**src/rtl/core/hbst_pkg.sv**
```systemverilog
// ----------------------------------------------------------------------------
// hbst_pkg: shared types and constants for the source tokenizer
// Transfer structs, byte classes, parse phases, result codes and the
// table of reserved header names.
// ----------------------------------------------------------------------------
package hbst_pkg;

  // input transfer
  typedef struct packed {
    logic [7:0] data_byte;
    logic       end_of_source;
  } item_t;

  // result transfer
  typedef struct packed {
    logic [7:0] byte_out;
    logic [3:0] kind;
    logic [3:0] error_code;
    logic       document_done;
  } result_t;

  // character classes found by the front end
  typedef struct packed {
    logic is_blank;
    logic is_break;
    logic is_upper;
    logic is_digit;
    logic is_under;
    logic is_colon;
    logic is_dash;
  } byte_class_t;

  // entry of the queue between front and back
  typedef struct packed {
    item_t       item;
    byte_class_t cls;
  } tok_t;

  // parse phases
  typedef enum logic [2:0] {
    PH_START  = 3'd0,
    PH_KEY    = 3'd1,
    PH_VSTART = 3'd2,
    PH_VALUE  = 3'd3,
    PH_SEP    = 3'd4,
    PH_BSTART = 3'd5,
    PH_BODY   = 3'd6
  } phase_t;

  // byte tags
  typedef enum logic [3:0] {
    KIND_SKIP      = 4'd0,
    KIND_KEY       = 4'd1,
    KIND_KEY_END   = 4'd2,
    KIND_VALUE     = 4'd3,
    KIND_VALUE_END = 4'd4,
    KIND_SEP       = 4'd5,
    KIND_BODY      = 4'd6,
    KIND_BODY_LAST = 4'd7,
    KIND_DISCARD   = 4'd8
  } kind_t;

  // error codes
  typedef enum logic [3:0] {
    ERR_NONE        = 4'd0,
    ERR_NO_KEY_SEP  = 4'd1,
    ERR_BAD_KEY     = 4'd2,
    ERR_FORBIDDEN   = 4'd3,
    ERR_NO_VALUE    = 4'd4,
    ERR_BAD_SEP     = 4'd5,
    ERR_EMPTY       = 4'd6,
    ERR_NO_COLON    = 4'd7,
    ERR_VALUE_END   = 4'd8,
    ERR_NO_LINE_END = 4'd9
  } err_t;

  // character constants
  localparam logic [7:0] CH_SPACE = 8'h20;
  localparam logic [7:0] CH_TAB   = 8'h09;
  localparam logic [7:0] CH_LF    = 8'h0A;
  localparam logic [7:0] CH_CR    = 8'h0D;
  localparam logic [7:0] CH_COLON = 8'h3A;
  localparam logic [7:0] CH_DASH  = 8'h2D;
  localparam logic [7:0] CH_UNDER = 8'h5F;

  // reserved header names, right-aligned text, first char at the top
  localparam int unsigned NUM_NAMES = 11;
  localparam int unsigned NAME_BITS = 160;
  localparam logic [4:0]  KEY_LEN_MAX = 5'd31;

  localparam logic [NAME_BITS-1:0] NAME_TEXT [NUM_NAMES] = '{
    "FILENAME", "CONTENT",
    NAME_BITS'({"DATE_", "FORMATTED"}),
    NAME_BITS'({"DATE_FIRST_", "FORMATTED"}),
    NAME_BITS'({"DATE_LAST_", "FORMATTED"}),
    NAME_BITS'({"PAGE_", "FIRST"}),
    NAME_BITS'({"PAGE_", "PREVIOUS"}),
    NAME_BITS'({"PAGE_", "CURRENT"}),
    NAME_BITS'({"PAGE_", "NEXT"}),
    NAME_BITS'({"PAGE_", "LAST"}),
    NAME_BITS'({"BL", "OGC_", "VERSION"})
  };

  localparam logic [4:0] NAME_LEN [NUM_NAMES] = '{
    5'd8, 5'd7, 5'd14, 5'd20, 5'd19, 5'd10, 5'd13, 5'd12, 5'd9, 5'd9, 5'd13
  };

  // true when name idx has character c at position pos
  function automatic logic name_hit(input int unsigned idx, input logic [4:0] pos,
                                    input logic [7:0] c);
    logic [NAME_BITS-1:0] txt;
    logic [4:0]           len;
    logic [7:0]           sh;
    logic [7:0]           ch;
    txt = NAME_TEXT[idx];
    len = NAME_LEN[idx];
    sh  = {3'b000, 5'(len - pos - 5'd1)} << 3;
    ch  = txt[sh +: 8];
    return (pos < len) && (ch == c);
  endfunction

endpackage

```
**src/rtl/core/hbst_front.sv**
```systemverilog
// ----------------------------------------------------------------------------
// hbst_front: input side of the tokenizer
// Accepts source bytes, sorts them into character classes and holds them
// in a two-entry queue for the parser.
// ----------------------------------------------------------------------------
module hbst_front (
  input  logic                clk,
  input  logic                rst_n,
  input  logic                in_push,
  output logic                in_full,
  input  hbst_pkg::item_t     in_data,
  input  logic                deq,
  output logic                q_valid,
  output hbst_pkg::tok_t      q_head
);

  hbst_pkg::tok_t      ent_r [2];
  logic [1:0]          cnt_r;
  logic [1:0]          cnt_nxt;
  logic                wr_ptr_r;
  logic                rd_ptr_r;
  logic                enq;
  hbst_pkg::byte_class_t cls;
  logic [7:0]          c;

  // character classes
  assign c = in_data.data_byte;
  always_comb begin
    cls.is_blank = (c == hbst_pkg::CH_SPACE) || (c == hbst_pkg::CH_TAB);
    cls.is_break = (c == hbst_pkg::CH_LF) || (c == hbst_pkg::CH_CR);
    cls.is_upper = (c >= 8'h41) && (c <= 8'h5A);
    cls.is_digit = (c >= 8'h30) && (c <= 8'h39);
    cls.is_under = (c == hbst_pkg::CH_UNDER);
    cls.is_colon = (c == hbst_pkg::CH_COLON);
    cls.is_dash  = (c == hbst_pkg::CH_DASH);
  end

  // queue control
  assign in_full = (cnt_r == 2'd2);
  assign enq     = in_push && !in_full;
  assign q_valid = (cnt_r != 2'd0);
  assign q_head  = ent_r[rd_ptr_r];

  always_comb begin
    cnt_nxt = cnt_r;
    if (enq && !deq) begin
      cnt_nxt = cnt_r + 2'd1;
    end else if (!enq && deq) begin
      cnt_nxt = cnt_r - 2'd1;
    end
  end

  always_ff @(posedge clk) begin
    if (!rst_n) begin
      cnt_r    <= 2'd0;
      wr_ptr_r <= 1'b0;
      rd_ptr_r <= 1'b0;
    end else begin
      cnt_r <= cnt_nxt;
      if (enq) begin
        wr_ptr_r <= !wr_ptr_r;
      end
      if (deq) begin
        rd_ptr_r <= !rd_ptr_r;
      end
    end
  end

  // queue storage
  always_ff @(posedge clk) begin
    if (enq) begin
      ent_r[wr_ptr_r] <= '{item: in_data, cls: cls};
    end
  end

`ifndef ASSERT_OFF
  a_cnt_range: assert property (@(posedge clk) disable iff (!rst_n)
    cnt_r != 2'd3)
    else $error("front queue count out of range");
  a_no_deq_empty: assert property (@(posedge clk) disable iff (!rst_n)
    deq |-> q_valid)
    else $error("front queue read while empty");
`endif

endmodule

```
**src/rtl/core/hbst_back.sv**
```systemverilog
// ----------------------------------------------------------------------------
// hbst_back: parser side of the tokenizer
// Runs the header/separator/body phase machine, tracks reserved-name
// matches per key byte, and queues tagged results for the consumer.
// ----------------------------------------------------------------------------
module hbst_back (
  input  logic                clk,
  input  logic                rst_n,
  input  logic                q_valid,
  input  hbst_pkg::tok_t      q_head,
  output logic                deq,
  input  logic                out_pop,
  output logic                out_empty,
  output hbst_pkg::result_t   out_data
);

  hbst_pkg::phase_t    phase_r;
  hbst_pkg::phase_t    phase_nxt;
  logic [4:0]          key_len_r;
  logic [4:0]          key_len_nxt;
  logic [hbst_pkg::NUM_NAMES-1:0] match_r;
  logic [hbst_pkg::NUM_NAMES-1:0] match_nxt;
  logic [hbst_pkg::NUM_NAMES-1:0] hit;
  logic [hbst_pkg::NUM_NAMES-1:0] len_eq;
  logic                stored_r;
  logic                stored_nxt;
  logic                err_seen_r;
  hbst_pkg::err_t      parse_err;
  hbst_pkg::kind_t     kind;
  hbst_pkg::err_t      err_code;
  logic                take;
  logic                last;
  logic                forbidden;
  logic                key_char;
  logic [4:0]          key_pos;
  logic [4:0]          key_len_inc;
  logic [7:0]          c;
  hbst_pkg::byte_class_t cls;
  hbst_pkg::result_t   res;

  hbst_pkg::result_t   oq_r [2];
  logic [1:0]          oq_cnt_r;
  logic [1:0]          oq_cnt_nxt;
  logic                oq_wr_r;
  logic                oq_rd_r;
  logic                pop;

  assign c    = q_head.item.data_byte;
  assign last = q_head.item.end_of_source;
  assign cls  = q_head.cls;

  // take one byte whenever one is queued and the result queue has room
  assign take = q_valid && (oq_cnt_r != 2'd2);
  assign deq  = take;

  // reserved-name compare, one lane per name
  assign key_pos = (phase_r == hbst_pkg::PH_START) ? 5'd0 : key_len_r;
  always_comb begin
    for (int i = 0; i < hbst_pkg::NUM_NAMES; i++) begin
      hit[i]    = hbst_pkg::name_hit(i, key_pos, c);
      len_eq[i] = (key_len_r == hbst_pkg::NAME_LEN[i]);
    end
  end
  assign forbidden   = |(match_r & len_eq);
  assign key_char    = cls.is_upper || cls.is_digit || cls.is_under;
  assign key_len_inc = (key_len_r == hbst_pkg::KEY_LEN_MAX) ? key_len_r
                                                            : key_len_r + 5'd1;

  // next state
  always_comb begin
    phase_nxt   = phase_r;
    key_len_nxt = key_len_r;
    match_nxt   = match_r;
    stored_nxt  = stored_r;
    parse_err   = hbst_pkg::ERR_NONE;
    unique case (phase_r)
      hbst_pkg::PH_START: begin
        if (cls.is_blank || cls.is_break) begin
          phase_nxt = phase_r;
        end else if (cls.is_upper) begin
          key_len_nxt = 5'd1;
          match_nxt   = hit;
          phase_nxt   = hbst_pkg::PH_KEY;
        end else if (cls.is_dash) begin
          phase_nxt = hbst_pkg::PH_SEP;
        end else begin
          parse_err = hbst_pkg::ERR_NO_KEY_SEP;
        end
      end
      hbst_pkg::PH_KEY: begin
        if (key_char) begin
          key_len_nxt = key_len_inc;
          match_nxt   = match_r & hit;
        end else if (cls.is_colon) begin
          if (forbidden) begin
            parse_err = hbst_pkg::ERR_FORBIDDEN;
          end else begin
            phase_nxt = hbst_pkg::PH_VSTART;
          end
        end else begin
          parse_err = hbst_pkg::ERR_BAD_KEY;
        end
      end
      hbst_pkg::PH_VSTART: begin
        if (cls.is_break) begin
          parse_err = hbst_pkg::ERR_NO_VALUE;
        end else begin
          phase_nxt = hbst_pkg::PH_VALUE;
        end
      end
      hbst_pkg::PH_VALUE: begin
        if (cls.is_break) begin
          stored_nxt = 1'b1;
          phase_nxt  = hbst_pkg::PH_START;
        end
      end
      hbst_pkg::PH_SEP: begin
        if (cls.is_break) begin
          phase_nxt = hbst_pkg::PH_BSTART;
        end else if (!cls.is_dash) begin
          parse_err = hbst_pkg::ERR_BAD_SEP;
        end
      end
      hbst_pkg::PH_BSTART: begin
        if (!cls.is_break) begin
          phase_nxt = hbst_pkg::PH_BODY;
        end
      end
      default: begin
        if (last) begin
          stored_nxt = 1'b1;
        end
      end
    endcase
  end

  // result tag and error code
  always_comb begin
    kind     = hbst_pkg::KIND_DISCARD;
    err_code = hbst_pkg::ERR_NONE;
    unique case (phase_r)
      hbst_pkg::PH_START: begin
        if (cls.is_blank || cls.is_break) begin
          kind = hbst_pkg::KIND_SKIP;
        end else if (cls.is_upper) begin
          kind = hbst_pkg::KIND_KEY;
        end else if (cls.is_dash) begin
          kind = hbst_pkg::KIND_SEP;
        end
      end
      hbst_pkg::PH_KEY: begin
        if (key_char) begin
          kind = hbst_pkg::KIND_KEY;
        end else if (cls.is_colon) begin
          kind = hbst_pkg::KIND_KEY_END;
        end
      end
      hbst_pkg::PH_VSTART: kind = hbst_pkg::KIND_VALUE;
      hbst_pkg::PH_VALUE: begin
        kind = cls.is_break ? hbst_pkg::KIND_VALUE_END : hbst_pkg::KIND_VALUE;
      end
      hbst_pkg::PH_SEP:    kind = hbst_pkg::KIND_SEP;
      hbst_pkg::PH_BSTART: begin
        kind = cls.is_break ? hbst_pkg::KIND_SKIP : hbst_pkg::KIND_BODY;
      end
      default: begin
        kind = last ? hbst_pkg::KIND_BODY_LAST : hbst_pkg::KIND_BODY;
      end
    endcase
    if (parse_err != hbst_pkg::ERR_NONE) begin
      kind     = hbst_pkg::KIND_DISCARD;
      err_code = parse_err;
    end else if (last && !stored_nxt) begin
      // end-of-source errors depend on where the byte left the parse
      unique case (phase_nxt)
        hbst_pkg::PH_START:  err_code = hbst_pkg::ERR_EMPTY;
        hbst_pkg::PH_KEY:    err_code = hbst_pkg::ERR_NO_COLON;
        hbst_pkg::PH_VSTART: err_code = hbst_pkg::ERR_VALUE_END;
        hbst_pkg::PH_VALUE:  err_code = hbst_pkg::ERR_NO_LINE_END;
        default:             err_code = hbst_pkg::ERR_NONE;
      endcase
    end
    if (err_seen_r) begin
      kind     = hbst_pkg::KIND_DISCARD;
      err_code = hbst_pkg::ERR_NONE;
    end
  end

  // parser state, back to reset after the last byte
  always_ff @(posedge clk) begin
    if (!rst_n || (take && last)) begin
      phase_r    <= hbst_pkg::PH_START;
      key_len_r  <= 5'd0;
      match_r    <= '1;
      stored_r   <= 1'b0;
      err_seen_r <= 1'b0;
    end else if (take && !err_seen_r) begin
      phase_r    <= phase_nxt;
      key_len_r  <= key_len_nxt;
      match_r    <= match_nxt;
      stored_r   <= stored_nxt;
      err_seen_r <= (parse_err != hbst_pkg::ERR_NONE);
    end
  end

  // result queue
  assign res.byte_out      = c;
  assign res.kind          = kind;
  assign res.error_code    = err_code;
  assign res.document_done = last;

  assign out_empty = (oq_cnt_r == 2'd0);
  assign out_data  = oq_r[oq_rd_r];
  assign pop       = out_pop && !out_empty;

  always_comb begin
    oq_cnt_nxt = oq_cnt_r;
    if (take && !pop) begin
      oq_cnt_nxt = oq_cnt_r + 2'd1;
    end else if (!take && pop) begin
      oq_cnt_nxt = oq_cnt_r - 2'd1;
    end
  end

  always_ff @(posedge clk) begin
    if (!rst_n) begin
      oq_cnt_r <= 2'd0;
      oq_wr_r  <= 1'b0;
      oq_rd_r  <= 1'b0;
    end else begin
      oq_cnt_r <= oq_cnt_nxt;
      if (take) begin
        oq_wr_r <= !oq_wr_r;
      end
      if (pop) begin
        oq_rd_r <= !oq_rd_r;
      end
    end
  end

  always_ff @(posedge clk) begin
    if (take) begin
      oq_r[oq_wr_r] <= res;
    end
  end

`ifndef ASSERT_OFF
  a_last_resets: assert property (@(posedge clk) disable iff (!rst_n)
    take && last |=> phase_r == hbst_pkg::PH_START && !err_seen_r && !stored_r)
    else $error("parser not back at header start after last byte");
  a_discard_after_err: assert property (@(posedge clk) disable iff (!rst_n)
    take && err_seen_r |-> kind == hbst_pkg::KIND_DISCARD
                           && err_code == hbst_pkg::ERR_NONE)
    else $error("byte after error not discarded quietly");
  a_oq_range: assert property (@(posedge clk) disable iff (!rst_n)
    oq_cnt_r != 2'd3)
    else $error("result queue count out of range");
`endif

endmodule

```
**src/rtl/core/header_and_body_source_tokenizer.sv**
```systemverilog
// Path: an accepted byte is registered in the input queue, then the result queue.
// Throughput: one byte per cycle, sustained while the consumer pops every cycle;
// the phase machine and the eleven-lane name compare are combinational in between.
// Reset: synchronous, active low; empties both two-entry queues and returns
// the parser to header start. No clearing pass is needed.
// ----------------------------------------------------------------------------
// header_and_body_source_tokenizer: top level
// Byte classifier and input queue in front, phase machine and result queue
// behind; each side stalls independently.
// ----------------------------------------------------------------------------
module header_and_body_source_tokenizer (
  input  logic              clk,
  input  logic              rst_n,
  input  logic              in_push,
  output logic              in_full,
  input  hbst_pkg::item_t   in_data,
  input  logic              out_pop,
  output logic              out_empty,
  output hbst_pkg::result_t out_data
);

  logic           deq;
  logic           q_valid;
  hbst_pkg::tok_t q_head;

  // classifier and input queue
  hbst_front u_front (
    .clk     (clk),
    .rst_n   (rst_n),
    .in_push (in_push),
    .in_full (in_full),
    .in_data (in_data),
    .deq     (deq),
    .q_valid (q_valid),
    .q_head  (q_head)
  );

  // parser and result queue
  hbst_back u_back (
    .clk       (clk),
    .rst_n     (rst_n),
    .q_valid   (q_valid),
    .q_head    (q_head),
    .deq       (deq),
    .out_pop   (out_pop),
    .out_empty (out_empty),
    .out_data  (out_data)
  );

endmodule
```
**config.mk**
```make
export PLATFORM = sky130hd
export DESIGN_NAME = header_and_body_source_tokenizer
export DESIGN_NICKNAME = d
export VERILOG_FILES = /design/src/rtl/core/hbst_pkg.sv /design/src/rtl/core/hbst_front.sv /design/src/rtl/core/hbst_back.sv /design/src/rtl/core/header_and_body_source_tokenizer.sv
export SDC_FILE = /design/constraint.sdc
export NUM_CORES = 1
export LEC_CHECK = 0
export ABC_AREA = 1
export ABC_CLOCK_PERIOD_IN_PS = 3800
export BUFFER_PORTS_ARGS = -buffer_cell sky130_fd_sc_hd__buf_2
export CELL_PAD_IN_SITES_DETAIL_PLACEMENT = 0
export CELL_PAD_IN_SITES_GLOBAL_PLACEMENT = 1
export CORE_MARGIN = 3
export CORE_UTILIZATION = 25
export CTS_CLUSTER_SIZE = 30
export DETAILED_ROUTE_END_ITERATION = 8
export GPL_TIMING_DRIVEN = 0
export PLACE_DENSITY_LB_ADDON = 0.08
export SKIP_LAST_GASP = 1
export SYNTH_ARGS = -nofsm -noshare
export SYNTH_HDL_FRONTEND = slang
export SYNTH_SLANG_ARGS = --single-unit
```
**constraint.sdc**
```tcl
create_clock -name clk -period 3.8 [get_ports clk]
set_input_delay 0.19 -clock clk [delete_from_list [all_inputs] [get_ports clk]]
set_output_delay 0.19 -clock clk [all_outputs]
set_load 0.03 [all_outputs]
```
==> results.toml <==
[place]
portBuffers = 31
post-dp-hpwl_um = 20200
routabilityCongestion = 0.823
dpl_cell_area_sq_um = 8080
place_inst = 1426

[setup_path]
critical_path.most_common_cell = "sky130_fd_sc_hd__nand2_1"
crit_path_top_delay_cell = "sky130_fd_sc_hd__ha_1"
cp.buffers_inverters = 4
timing.critical_path.max_delay_family = "simple AND/OR/NAND/NOR gates"
criticalPathCategory = "reg -> reg"
worstPathRequired_ns = 4.10
worst_path_largest_cell_delay_ns = 0.41
critPathMaxFanout = 13
cp.arrival_ns = 3.81
timing.reg2reg.worst_path_depth = 17
timing.critical_path.from_type = "flop"
cp.depth = 17
cp_cell_sequence = "buf_2 -> nor2_4 -> nand2_8 -> nand2_4 -> clkbuf_4 -> ha_2 -> clkinv_2 -> ha_1 -> clkbuf_2 -> nand2_1 -> o21ai_0 -> nand2_1 -> nand4_1 -> nand2_1 -> nor2_1 -> nand3_1 -> nand2_1"
crit_path_end_kind = "flop"

[floorplanning]
coreArea_sq_um = 28900
die_h_um = 178
floorplan.initialDensity_pct = 25.6
floorplan.die.width_um = 178
ios = 32
row_count = 62
die_area_sq_um = 31700

[routing]
detailroute.via_count = 6974
drt_first_pass_iters = 5
route.detailed.vias_per_inst = 4.83
dr_iter_0_viols = 489
wire_per_inst_um = 18.6
drc = 0
drt.antenna.violating_nets = 0
route.final.wire_length_um = 26800

[sta]
unrepaired_setup_endpoints_after_global_routing = "no"
timing.slew.headroom_pct = 26.6
setup_viol = 0
final_min_period_over_clock_period_pct = 92.4
report.final.hold_viol_count = 0
finalClockSkew_ns = 0.0130
worst_pin_slew_ns = 1.10
max_freq_mhz = 285
slew_viol_final = 0
period_needed_ns = 3.51

[yosys]
post-synth-top-area-cell = "sky130_fd_sc_hd__edfxtp_1"
yosysSeqAreaShare_pct = 35.1
synth_top_cells_by_area = "sky130_fd_sc_hd__edfxtp_1 (27%), sky130_fd_sc_hd__nand2_1 (13%), sky130_fd_sc_hd__dfxtp_1 (8.4%)"
syn-cell-area_sq_um = 7400
synth_top_cells_by_count = "sky130_fd_sc_hd__nand2_1 (249), sky130_fd_sc_hd__nand3_1 (114), sky130_fd_sc_hd__nor2_1 (106)"
most_common_cell_in_the_synthesized_netlist = "sky130_fd_sc_hd__nand2_1"
synth_async_sr_flop_share_pct = 0
mappedNetlistNets = 1064
synth_edf_count = 66
syn-instance-count = 1009
synth_area_per_cell_sq_um = 7.34
synth_cell_types = 50
yosys_most_used_dff = "sky130_fd_sc_hd__edfxtp_1"
flip_flop_and_latch_count_after_synthesis = 97
ys_warn_count = 0
synth.top_cell.area_share_pct = 26.8

[finish]
final_cell_count_without_fillers = 1445
fin_nets = 1108
multi_input_comb_area_sq_um = 4280
fraction_of_layout_cells_with_a_size_suffix_above_1_pct = 12.0
seqCellArea_sq_um = 2600
finalCoreUtilization_pct = 29.0
filler_cell_count = 3233
layout-area-overhead-vs-synth_pct = 13.1
finish.instance_area_sq_um = 8380

[power_and_ir_drop]
power_per_cell_area_nw_per_um2 = 672
vdd.ir_drop.worst_uv = 235
total_leakage_power_uw = 0.00355

[cts]
clk_latency_ns = 0.35
cts-buffers-inserted = 9
cts.root.buffer_cell = "sky130_fd_sc_hd__clkbuf_16"
worst_setup_hold_path_clk_slew_ns = 0.07
clock_sink_count = 97
ctsHtreeMaxLevel = 3
cts_tree = "built"
clock_path_buffers = 2

[run_status]
status = "finished, final reports clean"

[global_route]
pin_count_of_the_biggest_net_entering_global_routing = 20
vias_in_the_first_global_route = 6715
grtUsageTotal_pct = 17.3
remaining_global_route_overflow = 0
antenna_violations_before_repair = 1
grt_first_pass_wirelength_um = 41300

[worst_hold_path]
min_path_cells = 1
min_path_type = "in -> reg"

[run]
maxCapViolCount = 0
==> cell type report <==
cell class              instances  share of cell area [%]
flip-flops and latches         97                    31.1
clock inverters                 6                   0.523
inverters                     102                    4.72
well taps                     384                    5.73
repair buffers                 34                    2.26
diodes                          3                  0.0896
clock buffers                  10                    2.73
plain buffers                  29                    1.79
multi-input cells             780                    51.1
==> layout by cell type (no fill, tap or decap), drive strengths merged <==
cell / netlist / final
mux2: 17 / 17
o2111ai: 1 / 1
nand3: 117 / 117
nand4: 32 / 32
o21ai: 75 / 75
nand2: 264 / 264
nor2: 107 / 107
a31oi: 3 / 3
a21oi: 49 / 49
clkinvlp: 0 / 4
nor4: 1 / 1
o22ai: 5 / 5
o211ai: 8 / 8
xor2: 16 / 16
a211oi: 2 / 2
a31o: 3 / 3
a21o: 1 / 1
buf: 13 / 46
or2: 7 / 7
ha: 42 / 42
clkbuf: 17 / 27
xnor2: 1 / 1
nand3b: 6 / 6
diode: 0 / 3
nor3: 13 / 13
edfxtp: 66 / 66
a21boi: 2 / 2
o21a: 3 / 3
o31ai: 3 / 3
clkinv: 4 / 6
inv: 98 / 98
a22o: 1 / 1
dfxtp: 31 / 31
and2: 1 / 1
==> through the flow <==
| step | TNS [ns] | hold WS [ns] | power (uW) | worst slack, ns |
|---|---|---|---|---|
| 2_1_floorplan | 0 | 0.289 | 3750 | 0.927 |
| 3_3_place_gp | -1.56 | 0.384 | 4830 | -0.413 |
| 3_5_place_dp | -1.24 | 0.384 | 4820 | -0.329 |
| 4_1_cts | 0 | 0.0162 | 5710 | 0.00169 |
| 5_1_grt | 0 | 0.0191 | 6100 | 0.000256 |
| 6_report | 0 | 0.0294 | 5630 | 0.289 |
==> layer usage <==
metal  part of all wire [%]  GRT usage, %
met4                    1.4          3.60
met2                     44          27.3
met3                    2.8          1.87
met5                      0             0
met1                     52          25.6
==> cell families after synthesis <==
group           count (synthesis)  synth area share [%]
compound gates                156                  11.9
xor+xnor                       17                  2.47
fa+ha+maj                      42                  7.10
buf+inv                       132                  7.27
flops                          97                  35.1
mux                            17                  2.59
simple gates                  548                  33.5
==> flip-flops by register name, indices dropped and copies added (netlist names), named ones only <==
name,cells
u_back.phase_r,3
u_back.err_seen_r,1
u_back.oq_wr_r,1
u_back.match_r,11
u_back.key_len_r,5
u_back.stored_r,1
u_back.oq_r,34
u_back.oq_cnt_r,2
u_front.wr_ptr_r,1
u_front.ent_r,32
u_front.rd_ptr_r,1
u_back.oq_rd_r,1
u_front.cnt_r,2
==> where the power goes <==
group	leakage, uW	total [uW]	internal [uW]	switching (uW)
registers	0.000876	1690	1550	141
logic	0.00255	3080	858	2230
clock network	0.000123	855	446	409
==> worst paths after layout <==
kind / endpoint / slack [ns] / start
max reg2reg: u_back.match_r[10]$_SDFFE_PP1P_ / 0.29 / u_back.phase_r[0]$_SDFFE_PP0P_
max: u_back.match_r[10]$_SDFFE_PP1P_ / 0.29 / u_back.phase_r[0]$_SDFFE_PP0P_
min reg2reg: u_front.rd_ptr_r$_SDFFE_PN0P_ / 0.45 / u_front.rd_ptr_r$_SDFFE_PN0P_
min: u_front.ent_r[1][7]$_DFFE_PP_ / 0.03 / in_data[0]
==> timing repair <==
| item | CTS | global route |
|---|---|---|
| pin swaps | 0 | 0 |
| hold buffers | 0 | 0 |
| endpoints found under the setup margin | 5 | 5 |
| gates resized for setup | 4 | 5 |
| setup buffers | 1 | 0 |
No activity file was read; power rests on OpenSTA's default activity.
